**config.mk**
```make
export PLATFORM = sky130hd
export DESIGN_NAME = pulse_width_frame_decoder_top_flat
export DESIGN_NICKNAME = d
export VERILOG_FILES = /design/src/pwfd_pkg.sv /design/src/pwfd_if.sv /design/src/pulse_width_frame_decoder_top.sv /design/src/flat_wrapper.sv
export SDC_FILE = /design/constraint.sdc
export NUM_CORES = 1
export LEC_CHECK = 0
export BUFFER_PORTS_ARGS = -buffer_cell sky130_fd_sc_hd__buf_4
export CORE_ASPECT_RATIO = 0.7
export CORE_MARGIN = 4
export CORE_UTILIZATION = 61
export CTS_CLUSTER_DIAMETER = 150
export CTS_CLUSTER_SIZE = 14
export DETAILED_ROUTE_END_ITERATION = 8
export HOLD_SLACK_MARGIN = 0.06
export PLACE_DENSITY = 0.78
export SLEW_MARGIN = 10
export SYNTH_ARGS = -nofsm -noshare
export SYNTH_HDL_FRONTEND = slang
export SYNTH_SLANG_ARGS = --single-unit
```
**constraint.sdc**
```tcl
create_clock -name clk_i -period 8.88 [get_ports clk_i]
set_clock_uncertainty 0.05 [all_clocks]
set_input_delay 1.776 -clock clk_i [delete_from_list [all_inputs] [get_ports clk_i]]
set_output_delay 1.776 -clock clk_i [all_outputs]
set_load 0.03 [all_outputs]
```
**src/pwfd_pkg.sv**
```systemverilog
// ----------------------------------------------------------------------------
// pwfd_pkg
// Shared widths, register indexes and reset values for the pulse-width
// frame decoder.
// ----------------------------------------------------------------------------
package pwfd_pkg;

  localparam int unsigned TimeW   = 32;
  localparam int unsigned DataW   = 16;
  localparam int unsigned ByteW   = 8;
  localparam int unsigned SelW    = 3;
  localparam int unsigned CfgIdxW = 3;
  localparam int unsigned CfgW    = 16;

  localparam int unsigned FrameBitsDef = 16;

  typedef enum logic [CfgIdxW-1:0] {
    CFG_START_MIN = 3'd0,
    CFG_START_MAX = 3'd1,
    CFG_ZERO_MAX  = 3'd2,
    CFG_ONE_MIN   = 3'd3,
    CFG_ONE_MAX   = 3'd4,
    CFG_SCALE_TOP = 3'd5,
    CFG_NEAR_LIM  = 3'd6,
    CFG_NO_RANGE  = 3'd7
  } cfg_idx_e;

  localparam logic [CfgW-1:0]  StartMinRst  = 16'd500;
  localparam logic [CfgW-1:0]  StartMaxRst  = 16'd1500;
  localparam logic [CfgW-1:0]  ZeroMaxRst   = 16'd180;
  localparam logic [CfgW-1:0]  OneMinRst    = 16'd250;
  localparam logic [CfgW-1:0]  OneMaxRst    = 16'd350;
  localparam logic [ByteW-1:0] ScaleTopRst  = 8'd20;
  localparam logic [ByteW-1:0] NearLimRst   = 8'd2;
  localparam logic [ByteW-1:0] NoRangeRst   = 8'd255;

  typedef struct packed {
    logic              ready_res;
    logic [DataW-1:0]  frame_data;
    logic [ByteW-1:0]  distance;
    logic              frame_done;
    logic              frame_error;
  } result_t;

endpackage

```
**src/pwfd_if.sv**
```systemverilog
// ----------------------------------------------------------------------------
// pwfd_if
// Valid/ready channels for edge/read words in and decoded result words out.
// ----------------------------------------------------------------------------
interface pwfd_in_if;
  logic                         valid;
  logic                         ready;
  logic                         command;
  logic                         line_level;
  logic [pwfd_pkg::TimeW-1:0]   time_us;
  logic [pwfd_pkg::SelW-1:0]    sensor_select;

  modport source (output valid, command, line_level, time_us, sensor_select,
                  input ready);
  modport sink   (input valid, command, line_level, time_us, sensor_select,
                  output ready);
endinterface

interface pwfd_out_if;
  logic                         valid;
  logic                         ready;
  logic                         ready_res;
  logic [pwfd_pkg::DataW-1:0]   frame_data;
  logic [pwfd_pkg::ByteW-1:0]   distance;
  logic                         frame_done;
  logic                         frame_error;

  modport source (output valid, ready_res, frame_data, distance, frame_done,
                  frame_error, input ready);
  modport sink   (input valid, ready_res, frame_data, distance, frame_done,
                  frame_error, output ready);
endinterface

```
**src/pulse_width_frame_decoder_top.sv**
```systemverilog
// ----------------------------------------------------------------------------
// pulse_width_frame_decoder_top
// Pulse-width frame decoder: edge timestamps in, frame bits and distance out.
// ----------------------------------------------------------------------------
// One result word per input word. A word is captured in the input register,
// decoded against the decoder state and written to the result register, and
// a new word can enter every cycle while results are taken. A falling edge
// measures the high time from the stored rising edge as a signed 32-bit
// difference; a start-window pulse arms reception, data pulses shift bits in,
// and after FrameBits bits the ready flag is set. A read word returns the flag
// and clears it. Registers are written through cfg_we_i/cfg_idx_i/cfg_data_i,
// by the user only while the block is idle; the block does not enforce this.
// ----------------------------------------------------------------------------
module pulse_width_frame_decoder_top #(
  parameter int unsigned FrameBits = pwfd_pkg::FrameBitsDef
) (
  input  logic                          clk_i,
  input  logic                          rst_ni,
  input  logic                          cfg_we_i,
  input  logic [pwfd_pkg::CfgIdxW-1:0]  cfg_idx_i,
  input  logic [pwfd_pkg::CfgW-1:0]     cfg_data_i,
  pwfd_in_if.sink                       in_i,
  pwfd_out_if.source                    out_o
);

  localparam int unsigned CntW = $clog2(FrameBits + 1);
  localparam logic [CntW-1:0] CntLast = CntW'(FrameBits - 1);

  // configuration
  logic [pwfd_pkg::CfgW-1:0]  start_min_q, start_max_q, zero_max_q;
  logic [pwfd_pkg::CfgW-1:0]  one_min_q, one_max_q;
  logic [pwfd_pkg::ByteW-1:0] scale_top_q, near_lim_q, no_range_q;

  always_ff @(posedge clk_i or negedge rst_ni) begin
    if (!rst_ni) begin
      start_min_q <= pwfd_pkg::StartMinRst;
      start_max_q <= pwfd_pkg::StartMaxRst;
      zero_max_q  <= pwfd_pkg::ZeroMaxRst;
      one_min_q   <= pwfd_pkg::OneMinRst;
      one_max_q   <= pwfd_pkg::OneMaxRst;
      scale_top_q <= pwfd_pkg::ScaleTopRst;
      near_lim_q  <= pwfd_pkg::NearLimRst;
      no_range_q  <= pwfd_pkg::NoRangeRst;
    end else if (cfg_we_i) begin
      case (pwfd_pkg::cfg_idx_e'(cfg_idx_i))
        pwfd_pkg::CFG_START_MIN: start_min_q <= cfg_data_i;
        pwfd_pkg::CFG_START_MAX: start_max_q <= cfg_data_i;
        pwfd_pkg::CFG_ZERO_MAX:  zero_max_q  <= cfg_data_i;
        pwfd_pkg::CFG_ONE_MIN:   one_min_q   <= cfg_data_i;
        pwfd_pkg::CFG_ONE_MAX:   one_max_q   <= cfg_data_i;
        pwfd_pkg::CFG_SCALE_TOP: scale_top_q <= cfg_data_i[pwfd_pkg::ByteW-1:0];
        pwfd_pkg::CFG_NEAR_LIM:  near_lim_q  <= cfg_data_i[pwfd_pkg::ByteW-1:0];
        pwfd_pkg::CFG_NO_RANGE:  no_range_q  <= cfg_data_i[pwfd_pkg::ByteW-1:0];
        default: ;
      endcase
    end
  end

  // input register
  logic                         in_v_q;
  logic                         cmd_q, lvl_q;
  logic [pwfd_pkg::TimeW-1:0]   time_q;
  logic [pwfd_pkg::SelW-1:0]    sel_q;
  logic                         advance;
  logic                         out_v_q;
  pwfd_pkg::result_t            res_q, res_d;

  assign advance  = in_v_q && (!out_v_q || out_o.ready);
  assign in_i.ready = !in_v_q || advance;

  always_ff @(posedge clk_i or negedge rst_ni) begin
    if (!rst_ni) begin
      in_v_q <= 1'b0;
    end else if (in_i.ready) begin
      in_v_q <= in_i.valid;
    end
  end

  always_ff @(posedge clk_i) begin
    if (in_i.valid && in_i.ready) begin
      cmd_q  <= in_i.command;
      lvl_q  <= in_i.line_level;
      time_q <= in_i.time_us;
      sel_q  <= in_i.sensor_select;
    end
  end

  // decoder state
  logic [pwfd_pkg::TimeW-1:0] rise_q, rise_d;
  logic                       recv_q, recv_d;
  logic [CntW-1:0]            cnt_q, cnt_d;
  logic [pwfd_pkg::DataW-1:0] shift_q, shift_d;
  logic                       rdy_q, rdy_d;

  logic signed [pwfd_pkg::TimeW-1:0] width;
  logic                              is_start, is_zero, is_one;
  logic [pwfd_pkg::ByteW-1:0]        byte_sel, inv;

  assign width    = $signed(time_q - rise_q);
  assign is_start = (width > $signed({16'd0, start_min_q}))
                 && (width < $signed({16'd0, start_max_q}));
  assign is_zero  = width < $signed({16'd0, zero_max_q});
  assign is_one   = (width > $signed({16'd0, one_min_q}))
                 && (width < $signed({16'd0, one_max_q}));

  always_comb begin
    rise_d  = rise_q;
    recv_d  = recv_q;
    cnt_d   = cnt_q;
    shift_d = shift_q;
    rdy_d   = rdy_q;
    res_d   = '0;
    if (cmd_q) begin
      res_d.ready_res = rdy_q;
      rdy_d = 1'b0;
    end else begin
      if (lvl_q) begin
        rise_d = time_q;
      end else if (!recv_q) begin
        recv_d = is_start;
      end else if (is_zero || is_one) begin
        shift_d = {shift_q[pwfd_pkg::DataW-2:0], !is_zero};
        if (cnt_q == CntLast) begin
          recv_d = 1'b0;
          cnt_d  = '0;
          rdy_d  = 1'b1;
          res_d.frame_done = 1'b1;
        end else begin
          cnt_d = cnt_q + 1'b1;
        end
      end else begin
        recv_d = 1'b0;
        cnt_d  = '0;
        res_d.frame_error = 1'b1;
      end
      res_d.ready_res = rdy_d;
    end
    res_d.frame_data = shift_d;
    byte_sel = (sel_q == 3'd1 || sel_q == 3'd2) ? shift_d[15:8] : shift_d[7:0];
    inv = scale_top_q - (byte_sel - 8'd1);
    if (byte_sel == '0) begin
      res_d.distance = no_range_q;
    end else if (inv <= near_lim_q) begin
      res_d.distance = '0;
    end else begin
      res_d.distance = inv;
    end
  end

  always_ff @(posedge clk_i or negedge rst_ni) begin
    if (!rst_ni) begin
      rise_q  <= '0;
      recv_q  <= 1'b0;
      cnt_q   <= '0;
      shift_q <= '0;
      rdy_q   <= 1'b0;
      out_v_q <= 1'b0;
    end else begin
      if (advance) begin
        rise_q  <= rise_d;
        recv_q  <= recv_d;
        cnt_q   <= cnt_d;
        shift_q <= shift_d;
        rdy_q   <= rdy_d;
      end
      if (advance) begin
        out_v_q <= 1'b1;
      end else if (out_o.ready) begin
        out_v_q <= 1'b0;
      end
    end
  end

  always_ff @(posedge clk_i) begin
    if (advance) begin
      res_q <= res_d;
    end
  end

  assign out_o.valid       = out_v_q;
  assign out_o.ready_res   = res_q.ready_res;
  assign out_o.frame_data  = res_q.frame_data;
  assign out_o.distance    = res_q.distance;
  assign out_o.frame_done  = res_q.frame_done;
  assign out_o.frame_error = res_q.frame_error;

  // checks
  a_cnt_range: assert property (@(posedge clk_i) disable iff (!rst_ni)
    cnt_q <= CntLast) else $error("bit count past frame length");

  a_idle_cnt: assert property (@(posedge clk_i) disable iff (!rst_ni)
    !recv_q |-> cnt_q == '0) else $error("bit count nonzero while idle");

  a_done_rdy: assert property (@(posedge clk_i) disable iff (!rst_ni)
    advance && res_d.frame_done |=> rdy_q && res_q.ready_res)
    else $error("completed frame without ready");

  a_done_err: assert property (@(posedge clk_i) disable iff (!rst_ni)
    out_v_q |-> !(res_q.frame_done && res_q.frame_error))
    else $error("done and error in one word");

  a_hold: assert property (@(posedge clk_i) disable iff (!rst_ni)
    !advance |=> $stable(shift_q) && $stable(rdy_q) && $stable(recv_q))
    else $error("decoder state moved without a word");

endmodule

```
**src/flat_wrapper.sv**
```systemverilog
// flat-port wrapper written by rule: the top's interface ports become plain ports
module pulse_width_frame_decoder_top_flat 
#(
  parameter int unsigned FrameBits = pwfd_pkg::FrameBitsDef
)
  (clk_i, rst_ni, cfg_we_i, cfg_idx_i, cfg_data_i, in_i_valid, in_i_command, in_i_line_level, in_i_time_us, in_i_sensor_select, in_i_ready, out_o_valid, out_o_ready_res, out_o_frame_data, out_o_distance, out_o_frame_done, out_o_frame_error, out_o_ready);
  pwfd_in_if in_i_i ();
  pwfd_out_if out_o_i ();
  input  logic clk_i;
  input  logic rst_ni;
  input  logic cfg_we_i;
  input  logic [pwfd_pkg::CfgIdxW-1:0] cfg_idx_i;
  input  logic [pwfd_pkg::CfgW-1:0] cfg_data_i;
  input wire logic [$bits(in_i_i.valid)-1:0] in_i_valid;
  input wire logic [$bits(in_i_i.command)-1:0] in_i_command;
  input wire logic [$bits(in_i_i.line_level)-1:0] in_i_line_level;
  input wire logic [$bits(in_i_i.time_us)-1:0] in_i_time_us;
  input wire logic [$bits(in_i_i.sensor_select)-1:0] in_i_sensor_select;
  output wire logic [$bits(in_i_i.ready)-1:0] in_i_ready;
  output wire logic [$bits(out_o_i.valid)-1:0] out_o_valid;
  output wire logic [$bits(out_o_i.ready_res)-1:0] out_o_ready_res;
  output wire logic [$bits(out_o_i.frame_data)-1:0] out_o_frame_data;
  output wire logic [$bits(out_o_i.distance)-1:0] out_o_distance;
  output wire logic [$bits(out_o_i.frame_done)-1:0] out_o_frame_done;
  output wire logic [$bits(out_o_i.frame_error)-1:0] out_o_frame_error;
  input wire logic [$bits(out_o_i.ready)-1:0] out_o_ready;
  assign in_i_i.valid = in_i_valid;
  assign in_i_i.command = in_i_command;
  assign in_i_i.line_level = in_i_line_level;
  assign in_i_i.time_us = in_i_time_us;
  assign in_i_i.sensor_select = in_i_sensor_select;
  assign in_i_ready = in_i_i.ready;
  assign out_o_valid = out_o_i.valid;
  assign out_o_ready_res = out_o_i.ready_res;
  assign out_o_frame_data = out_o_i.frame_data;
  assign out_o_distance = out_o_i.distance;
  assign out_o_frame_done = out_o_i.frame_done;
  assign out_o_frame_error = out_o_i.frame_error;
  assign out_o_i.ready = out_o_ready;
  pulse_width_frame_decoder_top #(.FrameBits(FrameBits)) u_core (.clk_i(clk_i), .rst_ni(rst_ni), .cfg_we_i(cfg_we_i), .cfg_idx_i(cfg_idx_i), .cfg_data_i(cfg_data_i), .in_i(in_i_i), .out_o(out_o_i));
endmodule
```
# After elaboration in Yosys (flattened, before gate mapping)
# Cells that the tools add are included.
op_classes:
  addsub: 4
  n_lt_le_gt_ge: 6
  eq_ne: 10
  mux: 22
  bitwise_logic: 4
  n_reduce_logical: 27
ops:
  columns: ["operator", "count"]
  rows:
  - ["< comparator 32 x 17 -> 1 bit", 3]
  - ["> comparator 32 x 17 -> 1 bit", 2]
  - ["2-to-1 mux 16 bit", 4]
  - ["subtractor 32 bit", 1]
  - ["2-to-1 mux 8 bit", 3]
  - ["AND reduction 2 bit", 8]
  - ["2-to-1 mux 1 bit", 13]
  - ["== test 3 bit, second input constant", 4]
  - ["2-to-1 mux 5 bit", 2]
  - ["== test 3 x 2 -> 1 bit, second input constant", 3]
  - ["<= comparator 8 bit", 1]
  - ["zero test 8 bit", 1]
  - ["subtractor 8 x 1 -> 8 bit, second input constant", 1]
  - ["subtractor 8 bit", 1]
  - ["== test 3 x 1 -> 1 bit, second input constant", 2]
  - ["AND reduction 3 bit", 2]
  - ["adder 5 x 1 -> 5 bit, second input constant", 1]
  - ["== test 5 x 4 -> 1 bit, second input constant", 1]
  - ["logical AND 1 bit", 4]
  - ["logical OR 1 bit", 4]
  - ["NOT 1 bit", 4]
  - ["AND reduction 4 bit", 1]
  - ["OR reduction 4 bit", 1]
  - ["zero test 1 bit", 3]
  - ["3 further kinds", 3]
totals:
  ff_bits: 225
  in_bits: 61
  output_inout_bits: 29
  word_cells: 97

# Logic depth before layout (Yosys ltp)
# Gate-level depths: netlist (run 1).
depth:
  ltp_word: 14
  depth_mapped: 40
  ltp_nobuf: 39

# Worst setup path after synthesis (run 1)
# OpenSTA, ideal clock, no wires.
synth_timing:
  path_type: "reg-to-reg"
  startpoint: "register u_core.rise_q[0] (netlist name)"
  endpoint: "register u_core.res_q (netlist bit u_core.out_o.distance[3]) (data pin)"
  setup_ns: 0.260
  arrival_time_ns: 7.559
  required_ns: 8.570
  setup_slack_ns: 1.011
  stages_incl_launch_ff: 37
  period_less_slack_ns: 7.869
  path_cell_list: "dfrtp_1 ha_1 fa_1 nand2b_1 a21o_1 a21oi_1 nor2_1 xnor2_1 ha_1 and4_1 a221o_1 a221o_1 a21oi_1 nor4_1 or2_2 a31oi_1 nor2_4 buf_2 mux2i_1 mux2i_1 ha_1 inv_1 ha_1 fa_1 a21oi_1 nor2_1 nor2_1 o21bai_1 a21oi_1 xnor2_1 xor2_1 inv_1 ha_1 nand3_1 o21ai_0 nor2b_1 mux2_4"
synth_rtl:
  columns: ["item", "line", "text"]
  rows:
  - ["start: declaration", "pulse_width_frame_decoder_top.sv:89", "logic [pwfd_pkg::TimeW-1:0] rise_q, rise_d;"]
  - ["start signal: assignment", "pulse_width_frame_decoder_top.sv:160", "rise_q <= rise_d;"]
  - ["end signal: assignment", "pulse_width_frame_decoder_top.sv:176", "res_q <= res_d;"]
  - ["end: declaration", "pulse_width_frame_decoder_top.sv:66", "pwfd_pkg::result_t res_q, res_d;"]

==> flow_summary.ini, run 1 <==
[critical_path]
worstSetupPathType = reg2reg
worst-r2r-setup-slack_ns = 0.49
critPathMostFrequentCell = ha_1
cp_max_fo = 10
end_kind = register
crit_slowest_cell = fa_1
crit_path_start_kind = register
cpPeakStageDelay_ns = 0.41
crit_required_ns = 9.10
critPathArrivalTime_ns = 8.61

[routing]
first_iter_violations = 870
drcViolationCount = 0
via_per_inst = 5.87
wl_um = 31700
drt-wirelength-per-cell_um = 19.0
drt.antenna.violating_nets = 0
drtPass1Iterations = 5
vias = 9785

[power]
ir_worst_vdd_v = 0.000161
finalPower_mw = 4.13
power_leakage_nw = 6.80
power_density_mw_per_mm2 = 278

[placement]
gp_congestion = 0.946
post-place-ws_ns = 0.193
place_hpwl_um = 23700
portBuffers = 89

[global_route]
grt.total_usage = 0.266
grt_overflow = 0
antenna_found_initial = 0
grt_pass1_vias = 9546
grt_max_degree = 77
grt_pass1_wl_um = 51100

[job]
drv_cap = 0

[floorplanning]
initial_utilization = 0.629
fp.dieH_um = 131
die_w_um = 184
io_pins = 90
fp.dieArea_mm2 = 0.0241
rows = 44
core_mm2 = 0.0210

[clocking]
numCtsBuffers = 20
clk_pin_slew_ns = 0.07
clk_root_buffer_cell = clkbuf_16
post_cts_buffers = 0
htree_levels = 1
clock_latency_ns = 0.52
ctsHoldBuffers = 0
clockBufferDepth = 3
cts_tree = yes
clkSinkCount = 225

[timing]
hold_viol = 0
setup_viol = 0
finalCritPeriodShare = 0.945
period_needed_ns = 8.39
slew_viol_final = 0
setup_slack_ns = 0.485
slew_headroom = 0.228
worst_pin_slew_ns = 1.15
fmax_mhz = 119

[layout]
area_growth_pct = 12.5
nNetsFinal = 1569
fillers = 1634
layout-drive-gt1-share = 0.214
multi_input_area_mm2 = 0.00654
regArea_mm2 = 0.00600
antenna_cells = 0

[synth]
synthesis.instances = 1283
synthArstFlopShare = 0.716
syn-mean-instance-area_um2 = 10.3
yosysSeqAreaShare = 0.455
syn_nets = 1476
ys_types = 79
synth_warnings = 0
synth_edf_count = 64
synth_area_mm2 = 0.0132
synth.ff_latch_count = 225
ys.flop_type = dfrtp_1

[min_path]
hold_class = reg2reg

[status]
status = finished, final reports clean
==> registers in the layout, indices dropped and copies added (netlist names) <==
| name | flops |
|---|---|
| u_core.cmd_q | 1 |
| u_core.cnt_q | 5 |
| u_core.in_v_q | 1 |
| u_core.lvl_q | 1 |
| u_core.near_lim_q | 8 |
| u_core.no_range_q | 8 |
| u_core.one_max_q | 16 |
| u_core.one_min_q | 16 |
| u_core.out_o.distance | 8 |
| u_core.out_o.frame_data | 16 |
| u_core.out_o.frame_done | 1 |
| u_core.out_o.frame_error | 1 |
| u_core.out_o.ready_res | 1 |
| u_core.out_o.valid | 1 |
| u_core.rdy_q | 1 |
| u_core.recv_q | 1 |
| u_core.rise_q | 32 |
| u_core.scale_top_q | 8 |
| u_core.sel_q | 3 |
| u_core.shift_q | 16 |
| u_core.start_max_q | 16 |
| u_core.start_min_q | 16 |
| u_core.time_q | 32 |
| u_core.zero_max_q | 16 |
==> power by group <==
| group | switching (mW) | total (mW) | internal, mW |
|---|---|---|---|
| sequential | 0.0742 | 1.34 | 1.27 |
| combinational | 1.14 | 1.97 | 0.827 |
| clock | 0.384 | 0.813 | 0.429 |
==> critical path, delay by kind of cell, from the launching register on <==
kind                       cells  cell delay, ns
AOI/OAI and AO/OA             12            2.61
adders and majority gates      6            1.81
and+or+nand+nor               10            1.67
xor gates and xnor gates       3            0.69
DFF                            1            0.35
muxes                          2            0.45
buffers and inverters          4            0.49
==> synthesized netlist by cell type, types with 6 or more instances <==
cell | n | area share
a21boi_0 | 6 | 0.0034
o2111ai_1 | 6 | 0.0040
mux2_4 | 7 | 0.0080
a21oi_1 | 70 | 0.027
nand2b_1 | 18 | 0.0085
dfstp_2 | 40 | 0.080
inv_1 | 144 | 0.041
mux2_2 | 84 | 0.072
nor4_1 | 6 | 0.0028
o21a_1 | 14 | 0.0080
o211ai_1 | 9 | 0.0051
ha_1 | 130 | 0.12
nand3_1 | 14 | 0.0053
buf_2 | 10 | 0.0038
nand2_1 | 144 | 0.041
edfxtp_1 | 64 | 0.15
nand4_1 | 18 | 0.0085
nor2_1 | 44 | 0.013
mux2i_1 | 13 | 0.0099
nor2b_1 | 15 | 0.0071
o21ai_0 | 115 | 0.044
dfrtp_1 | 121 | 0.23
xor2_1 | 9 | 0.0060
xnor2_1 | 17 | 0.011
nor3_1 | 17 | 0.0064
clkbuf_1 | 25 | 0.0071
a21o_1 | 21 | 0.012
==> layer usage <==
metal  routed length, µm  global-route usage  vias to the layer above
li1                    -                   -                     4728
met1               15800               0.422                     4725
met2               13300               0.390                      293
met3                2110              0.0452                       39
met4                 452              0.0448                        0
met5                   0                   0                        -
==> cell families (layout without fill, tap and decap cells) <==
group / Yosys count / after routing / share of synthesized area
AO/OA/AOI/OAI: 297 / 297 / 0.140
XOR/XNOR: 26 / 26 / 0.0173
adder cells (fa/ha/maj): 132 / 132 / 0.126
multiplexers: 105 / 105 / 0.0912
buffers and inverters: 184 / 291 / 0.0547
flip-flops: 225 / 225 / 0.455
AND/OR/NAND/NOR: 314 / 314 / 0.116
==> worst paths after layout <==
kind	from	to	depth (start not counted)
worst min register to register	u_core.in_v_q$_DFFE_PN0N_	u_core.out_o.valid$_DFFE_PN0P_	1
min in group asynchronous	rst_ni	u_core.rise_q[4]$_DFFE_PN0P_	1
max in group asynchronous	rst_ni	u_core.start_min_q[1]$_DFFE_PN0P_	2
worst max-delay path	u_core.rise_q[10]$_DFFE_PN0P_	u_core.out_o.distance[3]$_DFFE_PP_	37
worst max register to register	u_core.rise_q[10]$_DFFE_PN0P_	u_core.out_o.distance[3]$_DFFE_PP_	37
worst min-delay path	u_core.in_v_q$_DFFE_PN0N_	u_core.out_o.valid$_DFFE_PN0P_	1
==> metrics by stage <==
stage	cell area, µm²	TNS (ns)	instances	hold slack (ns)	util
2_1_floorplan	13200	0	1283	0.406	-
3_5_place_dp	14200	0	1630	0.436	0.678
3_3_place_gp	14200	0	1630	0.425	0.678
6_report	14900	0	1666	0.445	0.708
4_1_cts	14800	0	1666	0.451	0.706
5_1_grt	14900	-0.225	1666	0.472	0.708
==> what timing repair did <==
| action | 4_1_cts | 5_1_grt |
|---|---|---|
| endpoints found under the hold margin | 0 | 0 |
| endpoints found under the setup margin | 0 | 8 |
| gates resized for setup | 0 | 11 |
==> cells in the final DEF, fill, tap and decap left out, types with 5 or more instances in the layout <==
cell type and n:
mux2i_1 13, o211ai_1 9, xnor2_1 15, o21a_1 14, ha_1 130, dfrtp_1 121
inv_1 144, nor4_1 6, o2111ai_1 6, dfstp_2 40, nand4_1 18, and3_1 5
nor3_1 15, nor2_1 44, a21oi_1 68, clkbuf_1 14, a21oi_2 6, nor2b_1 15
o21ai_0 112, xor2_1 8, nand2b_1 18, a21o_1 21, a21boi_0 6, edfxtp_1 64
nand2_1 144, clkbuf_16 20, mux2_4 7, buf_4 110, nand3_1 14, mux2_2 84
==> area by class of cell <==
| class | count | share of cell area |
|---|---|---|
| flip-flops and latches | 225 | 0.404 |
| inverters | 144 | 0.0364 |
| repair buffers | 111 | 0.0564 |
| well taps | 276 | 0.0232 |
| clock inverters | 2 | 0.00219 |
| clock buffers | 34 | 0.0372 |
| multi-input cells | 874 | 0.441 |
No activity file was read; power rests on OpenSTA's default activity.
==> run 2: changes to the inputs <==
--- a/config.mk
+++ b/config.mk
@@ -13,7 +13,7 @@
 export CTS_CLUSTER_SIZE = 14
 export DETAILED_ROUTE_END_ITERATION = 8
 export HOLD_SLACK_MARGIN = 0.06
-export PLACE_DENSITY = 0.78
+export PLACE_DENSITY_LB_ADDON = 0.25
 export SLEW_MARGIN = 10
 export SYNTH_ARGS = -nofsm -noshare
 export SYNTH_HDL_FRONTEND = slang
==> run 2 against run 1 <==
Effect of this change:
- utilization is 0.14 points lower
- cell count barely moved
- power is 0.53% lower
- sequential power barely moved
- routed wire length fell by 1.9%
- count of clock-buffer cells in the layout stayed put
- clock power down 0.5%
- sequential share of layout area up 0.078 points
- first-iteration DRC count is 6.2% lower
- flip-flop and latch count unchanged
- setup slack improved by 0.022 ns
==> flow_summary.ini, run 2 (synthesized netlist as in run 1, its figures left out) <==
[global_route]
grt_pass1_wl_um = 49900
grt_overflow = 0
antenna_found_initial = 0
grt_pass1_vias = 9491
grt.total_usage = 0.258
grt_max_degree = 83

[layout]
mostFrequentLayoutCells = 144 x inv_1, 144 x nand2_1, 130 x ha_1
antenna_cells = 0
top_regs = u_core.rise_q x32, u_core.time_q x32
layout-drive-gt1-share = 0.211
nNetsFinal = 1570
final_cells = 1667
area_growth_pct = 12.3

[critical_path]
cpLargestDelayFamily = compound AO/OA/AOI/OAI gates
crit_path_start_kind = register
crit_buf_inv = 3
crit_required_ns = 9.10
worstSetupPathType = reg2reg
crit_slowest_cell = fa_1
cpPeakStageDelay_ns = 0.41
end_kind = register
cp_max_fo = 7
critPathArrivalTime_ns = 8.59
critPathMostFrequentCell = ha_1

[placement]
gp_congestion = 0.940
portBuffers = 89
post-place-cells = 1631
place_hpwl_um = 23000

[clocking]
clockBufferDepth = 3
post_cts_buffers = 0
numCtsBuffers = 20
clk_root_buffer_cell = clkbuf_16
htree_levels = 1
cts_tree = yes
clock_latency_ns = 0.51
ctsHoldBuffers = 0
clkSinkCount = 225
clk_pin_slew_ns = 0.07

[floorplanning]
fp.dieH_um = 131
initial_utilization = 0.629
fp.dieArea_mm2 = 0.0241
die_w_um = 184
io_pins = 90
rows = 44
core_mm2 = 0.0210

[timing]
fmax_mhz = 119
hold_viol = 0
setup_viol = 0
fin_setup_tns_ns = 0
period_needed_ns = 8.37
worst_pin_slew_ns = 1.13
finalCritPeriodShare = 0.943
rsz0062_at_grt = no
slew_viol_final = 0
slew_headroom = 0.239

[routing]
wl_um = 31100
drt.antenna.violating_nets = 0
drtPass1Iterations = 6
via_per_inst = 5.94
first_iter_violations = 816
drcViolationCount = 0
drt-wirelength-per-cell_um = 18.6
vias = 9909

[power]
power_density_mw_per_mm2 = 277
power_leakage_nw = 6.79
ir_worst_vdd_v = 0.000176

[status]
status = finished, final reports clean

[min_path]
hold_class = reg2reg

[job]
drv_cap = 0
[run 2: cell count changes in the layout (fill, tap and decap cells not counted), moves of 2 or more]
| cell | previous run | this run |
|---|---|---|
| a21oi_1 | 68 | 70 |
| a21oi_2 | 6 | 4 |
| xnor2_1 | 15 | 17 |
| xnor2_2 | 2 | 0 |
[run 2: layer usage]
| metal | GRT usage | vias to the layer above | share of wire |
|---|---|---|---|
| li1 | - | 4719 | - |
| met1 | 0.399 | 4808 | 0.48 |
| met2 | 0.388 | 337 | 0.43 |
| met3 | 0.0469 | 45 | 0.075 |
| met4 | 0.0495 | 0 | 0.017 |
| met5 | 0 | - | 0 |
[run 2: power by group]
group          total (mW)  internal, mW  switching, mW
registers            1.34          1.27         0.0722
logic                1.95         0.828           1.13
clock network       0.809         0.429          0.380
total                4.11          2.53           1.58
[run 2: path summary, 6_finish.rpt]
| path | from | endpoint | slack, ns | cells after the start |
|---|---|---|---|---|
| worst max-delay path | u_core.rise_q[0]$_DFFE_PN0P_ | u_core.out_o.distance[3]$_DFFE_PP_ | 0.51 | 38 |
| worst min-delay path | u_core.near_lim_q[3]$_DFFE_PN0P_ | u_core.near_lim_q[3]$_DFFE_PN0P_ | 0.45 | 1 |
| worst max register to register | u_core.rise_q[0]$_DFFE_PN0P_ | u_core.out_o.distance[3]$_DFFE_PP_ | 0.51 | 38 |
| worst min register to register | u_core.near_lim_q[3]$_DFFE_PN0P_ | u_core.near_lim_q[3]$_DFFE_PN0P_ | 0.45 | 1 |
| max in group asynchronous | rst_ni | u_core.start_min_q[11]$_DFFE_PN0P_ | 6.00 | 2 |
| min in group asynchronous | rst_ni | u_core.out_o.valid$_DFFE_PN0P_ | 1.27 | 1 |
[run 2: layout make-up]
class / count / area (µm²)
inverter: 144 / 541
clock buffer: 34 / 553
fill: 1549 / 6150
timing repair buffer: 112 / 845
tap: 276 / 345
sequential: 225 / 6000
clock inverter: 2 / 32.5
multi-input combinational: 874 / 6510
[run 2: what timing repair did]
action | 4_1_cts | 5_1_grt
endpoints found under the hold margin | 0 | 0
endpoints found under the setup margin | 0 | 5
gates resized for setup | 0 | 4
[run 2: stage by stage]
| step | util | total power [mW] | hold slack, ns | setup WS (ns) | cell area (µm²) |
|---|---|---|---|---|---|
| 2_1_floorplan | - | 2.68 | 0.406 | 1.01 | 13200 |
| 3_3_place_gp | 0.678 | 3.19 | 0.423 | 0.582 | 14200 |
| 3_5_place_dp | 0.678 | 3.26 | 0.443 | 0.276 | 14200 |
| 4_1_cts | 0.706 | 4.08 | 0.458 | 0.268 | 14800 |
| 5_1_grt | 0.707 | 4.40 | 0.472 | 0.0540 | 14800 |
| 6_report | 0.707 | 4.11 | 0.455 | 0.508 | 14800 |
